--- config.mk ---
export PLATFORM = sky130hd
export DESIGN_NAME = insertion_ordered_key_value_table
export DESIGN_NICKNAME = d
export VERILOG_FILES = /design/src/hw/rtl/iokv_pkg.sv /design/src/hw/rtl/iokv_cell.sv /design/src/hw/rtl/insertion_ordered_key_value_table.sv
export SDC_FILE = /design/constraint.sdc
export NUM_CORES = 2
export LEC_CHECK = 0
export BUFFER_PORTS_ARGS = -buffer_cell sky130_fd_sc_hd__buf_2
export CAP_MARGIN = 20
export CORE_ASPECT_RATIO = 0.8
export CORE_MARGIN = 2
export CORE_UTILIZATION = 43
export CTS_CLUSTER_DIAMETER = 60
export CTS_CLUSTER_SIZE = 16
export DETAILED_ROUTE_END_ITERATION = 12
export PLACE_DENSITY_LB_ADDON = 0.05
export REMOVE_ABC_BUFFERS = 1
export SYNTH_ARGS = -nofsm -noshare
export SYNTH_HDL_FRONTEND = slang
export SYNTH_SLANG_ARGS = --single-unit
--- constraint.sdc ---
create_clock -name i_clk -period 6.9 [get_ports i_clk]
set_clock_uncertainty 0.05 [all_clocks]
set_input_delay 1.725 -clock i_clk [delete_from_list [all_inputs] [get_ports i_clk]]
set_output_delay 1.725 -clock i_clk [all_outputs]
set_load 0.05 [all_outputs]
--- src/hw/rtl/iokv_pkg.sv ---
// Shared types and constants for the insertion-ordered key/value table.
// Holds the command codes, the transaction payload structs and the cell control struct.
// No dependencies.
package iokv_pkg;

    localparam int FIELD_W     = 32;
    localparam int CAP_W       = 5;
    localparam int COUNT_OUT_W = 5;
    localparam logic [CAP_W-1:0] CAP_RESET = 5'd16;

    typedef enum logic [1:0] {
        CMD_PUT    = 2'd0,
        CMD_LOOKUP = 2'd1,
        CMD_REMOVE = 2'd2,
        CMD_CLEAR  = 2'd3
    } t_cmd;

    typedef struct packed {
        t_cmd               command;
        logic [FIELD_W-1:0] lookup_key;
        logic [FIELD_W-1:0] new_value;
    } t_in;

    typedef struct packed {
        logic                   hit;
        logic [FIELD_W-1:0]     result_value;
        logic                   evicted;
        logic [FIELD_W-1:0]     evicted_key;
        logic [COUNT_OUT_W-1:0] entry_count;
    } t_out;

    typedef struct packed {
        logic live;
        logic shift;
        logic load;
        logic upd;
    } t_cell_ctl;

endpackage

--- src/hw/rtl/iokv_cell.sv ---
// One slot of the table chain: a key/value register pair with its own key compare.
// Takes its neighbor's contents on a shift, the new pair on a load, or only the new value on an update.
// Depends on iokv_pkg.
module iokv_cell #(
    parameter int KW = 32,
    parameter int VW = 32
) (
    input  logic                 i_clk,
    input  iokv_pkg::t_cell_ctl  i_ctl,
    input  logic [KW-1:0]        i_key,
    input  logic [VW-1:0]        i_value,
    input  logic [KW-1:0]        i_next_key,
    input  logic [VW-1:0]        i_next_value,
    output logic [KW-1:0]        o_key,
    output logic [VW-1:0]        o_value,
    output logic                 o_match
);
    import iokv_pkg::*;

    logic [KW-1:0] r_key;
    logic [VW-1:0] r_value;
    logic [KW-1:0] n_key;
    logic [VW-1:0] n_value;

    always_comb begin
        n_key   = r_key;
        n_value = r_value;
        if (i_ctl.load) begin
            n_key   = i_key;
            n_value = i_value;
        end else if (i_ctl.shift) begin
            n_key   = i_next_key;
            n_value = i_next_value;
        end else if (i_ctl.upd) begin
            n_value = i_value;
        end
    end

    always_ff @(posedge i_clk) begin
        r_key   <= n_key;
        r_value <= n_value;
    end

    assign o_key   = r_key;
    assign o_value = r_value;
    assign o_match = i_ctl.live && (r_key == i_key);

endmodule

--- src/hw/rtl/insertion_ordered_key_value_table.sv ---
// Top level of the insertion-ordered key/value table: a chain of iokv_cell slots,
// the entry count, the capacity register and the result register.
// Depends on iokv_pkg and iokv_cell.
//
// Usage:
// Commands enter on the input channel (i_in_valid / o_in_ready) and each one gives
// exactly one result transaction on the output channel (o_out_valid / i_out_ready).
// All slots compare the key in parallel, and the chain updates, appends or shifts
// by one slot in the same cycle that a command is accepted.
// The result is registered: it appears in the cycle after acceptance, and one command
// is taken per cycle as long as the receiver keeps taking results.
// When the receiver stalls, the result register holds its transaction and the input
// is accepted again in the cycle in which that transaction is taken.
// The user must write the capacity register (i_cfg_we / i_cfg_data) only while the
// block is idle; the block itself does not enforce this. Reset empties the table, sets
// the capacity to 16 and drops any pending result; keys and values are not cleared.
module insertion_ordered_key_value_table #(
    parameter int DEPTH       = 16,
    parameter int KEY_WIDTH   = 32,
    parameter int VALUE_WIDTH = 32
) (
    input  logic                         i_clk,
    input  logic                         i_rst_n,
    input  logic                         i_in_valid,
    output logic                         o_in_ready,
    input  iokv_pkg::t_in                i_in_data,
    output logic                         o_out_valid,
    input  logic                         i_out_ready,
    output iokv_pkg::t_out               o_out_data,
    input  logic                         i_cfg_we,
    input  logic [iokv_pkg::CAP_W-1:0]   i_cfg_data
);
    import iokv_pkg::*;

    localparam int CW = $clog2(DEPTH + 1);
    localparam int IW = $clog2(DEPTH);
    localparam int EW = (CW > CAP_W) ? CW : CAP_W;

    logic [CAP_W-1:0] r_cap;
    logic [CW-1:0]    r_count;
    logic [CW-1:0]    n_count;
    logic             r_out_valid;
    t_out             r_out;
    t_out             n_out;

    logic [KEY_WIDTH-1:0]   w_key_in;
    logic [VALUE_WIDTH-1:0] w_val_in;
    logic [KEY_WIDTH-1:0]   w_key   [DEPTH];
    logic [VALUE_WIDTH-1:0] w_val   [DEPTH];
    logic [DEPTH-1:0]       w_match;
    t_cell_ctl              w_ctl   [DEPTH];

    logic                   w_accept;
    logic                   w_hit;
    logic [IW-1:0]          w_slot;
    logic [VALUE_WIDTH-1:0] w_hit_val;
    logic [EW-1:0]          w_cap_eff;
    logic                   w_full;
    logic [CW-1:0]          w_count_m1;
    logic                   w_put;
    logic                   w_put_miss;
    logic                   w_evict;
    logic                   w_rem_hit;

    assign w_key_in   = KEY_WIDTH'(i_in_data.lookup_key);
    assign w_val_in   = VALUE_WIDTH'(i_in_data.new_value);
    assign o_in_ready = !r_out_valid || i_out_ready;
    assign w_accept   = i_in_valid && o_in_ready;

    genvar g;
    generate
        for (g = 0; g < DEPTH; g++) begin : g_cell
            logic [KEY_WIDTH-1:0]   w_nk;
            logic [VALUE_WIDTH-1:0] w_nv;
            if (g < DEPTH - 1) begin : g_mid
                assign w_nk = w_key[g+1];
                assign w_nv = w_val[g+1];
            end else begin : g_end
                assign w_nk = '0;
                assign w_nv = '0;
            end
            iokv_cell #(
                .KW (KEY_WIDTH),
                .VW (VALUE_WIDTH)
            ) u_cell (
                .i_clk        (i_clk),
                .i_ctl        (w_ctl[g]),
                .i_key        (w_key_in),
                .i_value      (w_val_in),
                .i_next_key   (w_nk),
                .i_next_value (w_nv),
                .o_key        (w_key[g]),
                .o_value      (w_val[g]),
                .o_match      (w_match[g])
            );
        end
    endgenerate

    always_comb begin
        w_slot    = '0;
        w_hit_val = '0;
        for (int i = 0; i < DEPTH; i++) begin
            if (w_match[i]) begin
                w_slot    = w_slot | IW'(i);
                w_hit_val = w_hit_val | w_val[i];
            end
        end
    end

    assign w_hit = |w_match;

    always_comb begin
        if (r_cap == '0) begin
            w_cap_eff = EW'(1);
        end else if (EW'(r_cap) > EW'(DEPTH)) begin
            w_cap_eff = EW'(DEPTH);
        end else begin
            w_cap_eff = EW'(r_cap);
        end
    end

    assign w_full     = EW'(r_count) >= w_cap_eff;
    assign w_count_m1 = r_count - CW'(1);
    assign w_put      = w_accept && (i_in_data.command == CMD_PUT);
    assign w_put_miss = w_put && !w_hit;
    assign w_evict    = w_put_miss && w_full;
    assign w_rem_hit  = w_accept && (i_in_data.command == CMD_REMOVE) && w_hit;

    always_comb begin
        for (int i = 0; i < DEPTH; i++) begin
            w_ctl[i].live  = CW'(i) < r_count;
            w_ctl[i].load  = w_put_miss &&
                             ((!w_full && CW'(i) == r_count) ||
                              (w_full && CW'(i) == w_count_m1));
            w_ctl[i].shift = (w_evict && CW'(i) < w_count_m1) ||
                             (w_rem_hit && IW'(i) >= w_slot && CW'(i) < w_count_m1);
            w_ctl[i].upd   = w_put && w_match[i];
        end
    end

    always_comb begin
        n_count = r_count;
        n_out   = '0;
        unique case (i_in_data.command)
            CMD_PUT: begin
                if (w_hit) begin
                    n_out.hit          = 1'b1;
                    n_out.result_value = FIELD_W'(w_hit_val);
                end else if (w_full) begin
                    n_out.evicted      = 1'b1;
                    n_out.evicted_key  = FIELD_W'(w_key[0]);
                    n_out.result_value = FIELD_W'(w_val[0]);
                end else begin
                    n_count = r_count + CW'(1);
                end
            end
            CMD_LOOKUP: begin
                n_out.hit          = w_hit;
                n_out.result_value = w_hit ? FIELD_W'(w_hit_val) : '0;
            end
            CMD_REMOVE: begin
                n_out.hit = w_hit;
                if (w_hit) begin
                    n_count = w_count_m1;
                end
            end
            CMD_CLEAR: begin
                n_count = '0;
            end
            default: begin
                n_count = r_count;
            end
        endcase
        n_out.entry_count = COUNT_OUT_W'(n_count);
    end

    always_ff @(posedge i_clk) begin
        if (!i_rst_n) begin
            r_cap       <= CAP_RESET;
            r_count     <= '0;
            r_out_valid <= 1'b0;
        end else begin
            if (i_cfg_we) begin
                r_cap <= i_cfg_data;
            end
            if (w_accept) begin
                r_count     <= n_count;
                r_out_valid <= 1'b1;
            end else if (i_out_ready) begin
                r_out_valid <= 1'b0;
            end
        end
    end

    always_ff @(posedge i_clk) begin
        if (w_accept) begin
            r_out <= n_out;
        end
    end

    assign o_out_valid = r_out_valid;
    assign o_out_data  = r_out;

    a_unique_keys: assert property (@(posedge i_clk) disable iff (!i_rst_n)
        i_in_valid |-> $onehot0(w_match))
        else $error("More than one live slot matches the key.");

    a_count_bound: assert property (@(posedge i_clk) disable iff (!i_rst_n)
        r_count <= CW'(DEPTH))
        else $error("Entry count exceeds the table depth.");

    a_evict_no_hit: assert property (@(posedge i_clk) disable iff (!i_rst_n)
        (o_out_valid && o_out_data.evicted) |-> !o_out_data.hit)
        else $error("Eviction reported together with a hit.");

    a_clear_empties: assert property (@(posedge i_clk) disable iff (!i_rst_n)
        (w_accept && i_in_data.command == CMD_CLEAR) |=> (r_count == '0))
        else $error("Clear transaction left entries in the table.");

    a_evict_keeps_count: assert property (@(posedge i_clk) disable iff (!i_rst_n)
        w_evict |=> (r_count == $past(r_count)))
        else $error("Eviction changed the entry count.");

endmodule

==> impl_metrics.sql <==
INSERT INTO impl_metrics (metric_group, metric, value, unit) VALUES
('run_status', 'outcome', 'finished clean', ''),
('critical_path', 'timing.rr.end', 'g_cell[10].u_cell.o_value[18]$_DFFE_PP_', ''),
('finish', 'final_layout_size_suffix_gt1_frac', '0.3005', ''),
('synth', 'yosys_warnings', '0', ''),
('global_route', 'gr-usage-all-layers', '0.2842', ''),
('synth', 'number_of_register_bits_inferred_by_synthesis', '1106', ''),
('finish', 'final_core_util', '0.4889', ''),
('timing', 'period_needed', '6.088', 'ns'),
('timing', 'hold-worst-slack', '0.4778', 'ns'),
('clock_network', 'cts_hold_buffers', '0', ''),
('routing', 'avgViaCountPerCell', '6.084', ''),
('clock_network', 'cts_tree', 'done', ''),
('critical_path', 'critPathArrivalTime', '6.51', 'ns'),
('timing', 'fmax', '0.1642', 'GHz'),
('critical_path', 'worst_setup_path_end_kind', 'flip-flop', ''),
('power_and_ir_drop', 'total_power_consumption', '14.86', 'mW'),
('timing', 'number_of_failing_hold_endpoints_at_the_final_stage', '0', ''),
('power_and_ir_drop', 'power_frac_seq', '0.506', ''),
('routing', 'vias', '35824', ''),
('worst_hold_path', 'timing.hold.worst.class', 'flip-flop to flip-flop', ''),
('synth', 'synthesis.area', '57240', 'sq um'),
('routing', 'antenna_left', '0', ''),
('power_and_ir_drop', 'power.leakage', '22.37', 'nW'),
('synth', 'syn-mean-instance-area', '14.56', 'sq um'),
('power_and_ir_drop', 'clock_power_share', '0.426', ''),
('die', 'row_count', '119', ''),
('power_and_ir_drop', 'power_switching', '3.623', 'mW'),
('timing', 'totalNegativeSetupSlack', '0', 'ns'),
('timing', 'slew_headroom', '0.2649', ''),
('worst_hold_path', 'hp-start', 'o_out_valid$_SDFFE_PN0P_', ''),
('routing', 'iter_0_drt_violations', '4083', ''),
('global_route', 'gr-usage-met2', '0.4164', ''),
('critical_path', 'largest_stage_delay_on_the_critical_path', '0.84', 'ns'),
('critical_path', 'worst_r2r_path_depth', '15', ''),
('synth', 'part_of_the_yosys_area_used_for_sequential_elements', '0.5783', ''),
('placed_design', 'placed_area', '60800', 'sq um'),
('critical_path', 'required', '7.32', 'ns'),
('routing', 'finalWirelength', '195.3', 'mm'),
('die', 'fp.dieH', '330.3', 'microns'),
('global_route', 'grt_max_degree', '42', ''),
('global_route', 'grt_busiest_layer', 'met1', ''),
('clock_network', 'cts-root-buf', 'clkbuf_16', ''),
('clock_network', 'worst_skew_pair.late_latency', '0.74', 'ns'),
('power_and_ir_drop', 'cell_internal_pwr', '11.24', 'mW'),
('finish', 'multi_input_area', '22490', 'sq um'),
('critical_path', 'path_cells', 'buf_2, buf_4, xor2_1, nor4_1, nand3_1, nor3_4, buf_4, nor4_1, nand2_1, a21oi_1, o21ai_1, buf_4, a21oi_4, buf_12, mux2_2', ''),
('clock_network', 'clk_pin_slew_worst_paths', '0.06', 'ns'),
('finish', 'most-common-layout-cells', '1,095 x edfxtp_1, 581 x mux2_2, 478 x xor2_1, 310 x mux2_1, 148 x buf_2', ''),
('synth', 'post_synth_inst_count', '3931', ''),
('die', 'die_area', '136100', 'sq um'),
('placed_design', 'dp_hpwl', '122.8', 'mm'),
('clock_network', 'total_cts_buffers', '107', ''),
('synth', 'synth_cell_types', '71', ''),
('power_and_ir_drop', 'fraction_of_power_consumed_by_combinational_cells', '0.068', ''),
('global_route', 'grt.overflow.total', '0', ''),
('finish', 'ff_latch_area', '33100', 'sq um'),
('timing', 'final-setup-viol-count', '0', ''),
('critical_path', 'critPathLaunchType', 'input pin', ''),
('timing', 'final_max_slew_viol_count', '0', ''),
('synth', 'synth_enable_flop_cells', '1095', ''),
('clock_network', 'ctsLongestPathBuffers', '3', ''),
('critical_path', 'cpMaxStageDelayCell', 'nor4_1', ''),
('worst_hold_path', 'whs_endpoint', 'o_out_valid$_SDFFE_PN0P_', ''),
('critical_path', 'worst_path_most_repeated_cell', 'buf_4', ''),
('die', 'core_footprint', '131900', 'sq um'),
('global_route', 'number_of_antenna_violations_at_the_first_check_in_global_routing', '10', ''),
('finish', 'final_common_cell', 'edfxtp_1', ''),
('clock_network', 'cts-htree-levels', '3', ''),
('global_route', 'gr-usage-met3', '0.05077', ''),
('critical_path', 'rrSetupSlack', '1.56', 'ns'),
('synth', 'share_of_synthesized_flip_flops_with_an_asynchronous_set_or_reset', '0', '');
[through the flow]
| step | std cells | setup WS [ns] |
|---|---|---|
| 3_5_place_dp | 5685 | 0.1766 |
| 3_3_place_gp | 5685 | 0.2012 |
| 4_1_cts | 5881 | 0.9625 |
| 5_1_grt | 5885 | 0.8512 |
| 2_1_floorplan | 3594 | -0.8129 |
| 6_report | 5888 | 0.8117 |
[layout make-up]
cell class / instances / share of cell area
diodes: 7 / 0.0002716
clock buffers: 118 / 0.04347
clock inverters: 78 / 0.01354
inverters: 14 / 0.0008536
multi-input cells: 2474 / 0.3487
flip-flops and latches: 1106 / 0.5132
well taps: 1754 / 0.03403
repair buffers: 337 / 0.04590
[how the worst max path moves through the flow]
stage	from	to	slack, ns	cells after the start
after CTS	i_in_data[37]	g_cell[1].u_cell.o_value[0]$_DFFE_PP_	0.96	13
after global placement	i_in_data[37]	g_cell[10].u_cell.o_value[26]$_DFFE_PP_	0.20	15
after global routing	i_in_data[37]	g_cell[1].u_cell.o_value[0]$_DFFE_PP_	0.85	13
final	i_in_data[45]	g_cell[10].u_cell.o_value[18]$_DFFE_PP_	0.81	15
after detailed placement	i_in_data[37]	g_cell[1].u_cell.o_value[31]$_DFFE_PP_	0.18	13
after floorplan	i_in_data[34]	g_cell[2].u_cell.o_value[0]$_DFFE_PP_	-0.81	10
[sequential cells by signal, indices dropped and copies added (netlist names)]
signal	count
g_cell.u_cell.o_key	512
g_cell.u_cell.o_value	512
o_out_data	71
r_cap	5
r_count	5
o_out_valid	1
[layer usage]
layer | vias up | routed length, microns
li1 | 15340 | -
met1 | 18626 | 92220
met2 | 1588 | 83440
met3 | 266 | 15550
met4 | 4 | 4086
met5 | - | 25
[cell usage after synthesis, drive strengths merged (4+ instances only)]
cell type,count,area share
a22o,124,0.019
o32ai,4,0.00061
a221oi,123,0.019
nand4,65,0.0072
nor4,138,0.018
nor4b,4,0.0011
dfxtp,11,0.0038
o22ai,4,0.00044
a21oi,53,0.0048
nand2,109,0.0074
and2,69,0.0075
nor2b,35,0.0038
nor3b,5,0.00092
ha,11,0.0024
xnor2,41,0.0063
nor3,31,0.0033
edfxtp,1095,0.57
a21o,16,0.0021
o31ai,7,0.00092
o211ai,5,0.00066
a22oi,12,0.0016
inv,14,0.00092
o21ai,39,0.0036
buf,194,0.022
nand2b,7,0.00077
clkbuf,143,0.0094
nor2,66,0.0045
a31oi,4,0.00044
nand3,35,0.0031
and3,7,0.00077
xor2,478,0.073
mux2,949,0.19
mux2i,4,0.00070
[critical path: cells and delay by family]
family	cells	cell delay (ns)
AO/OA/AOI/OAI	3	0.90
multiplexers	1	0.34
AND/OR/NAND/NOR	5	1.61
buffers and inverters	5	1.66
XOR/XNOR	1	0.17
[power groups by stage]
| stage | Combinational (mW) | Clock [mW] | Sequential [mW] |
|---|---|---|---|
| floorplan | 0.436 | 0 | 7.73 |
| global placement | 0.996 | 0 | 7.67 |
| detailed placement | 1.00 | 0 | 7.67 |
| CTS | 1.00 | 6.44 | 7.52 |
| global route | 1.07 | 6.68 | 7.53 |
| finish | 1.01 | 6.33 | 7.52 |
[cells by family after synthesis]
group                      count (synthesis)  share of synthesized area
muxes                                    953                     0.1912
and+or+nand+nor                          585                    0.06058
buffers and inverters                    351                    0.03253
adders and majority gates                 11                   0.002405
DFF                                     1106                     0.5783
AOI/OAI and AO/OA                        406                    0.05553
xor gates and xnor gates                 519                    0.07942
(Power assumes the default switching activity.)
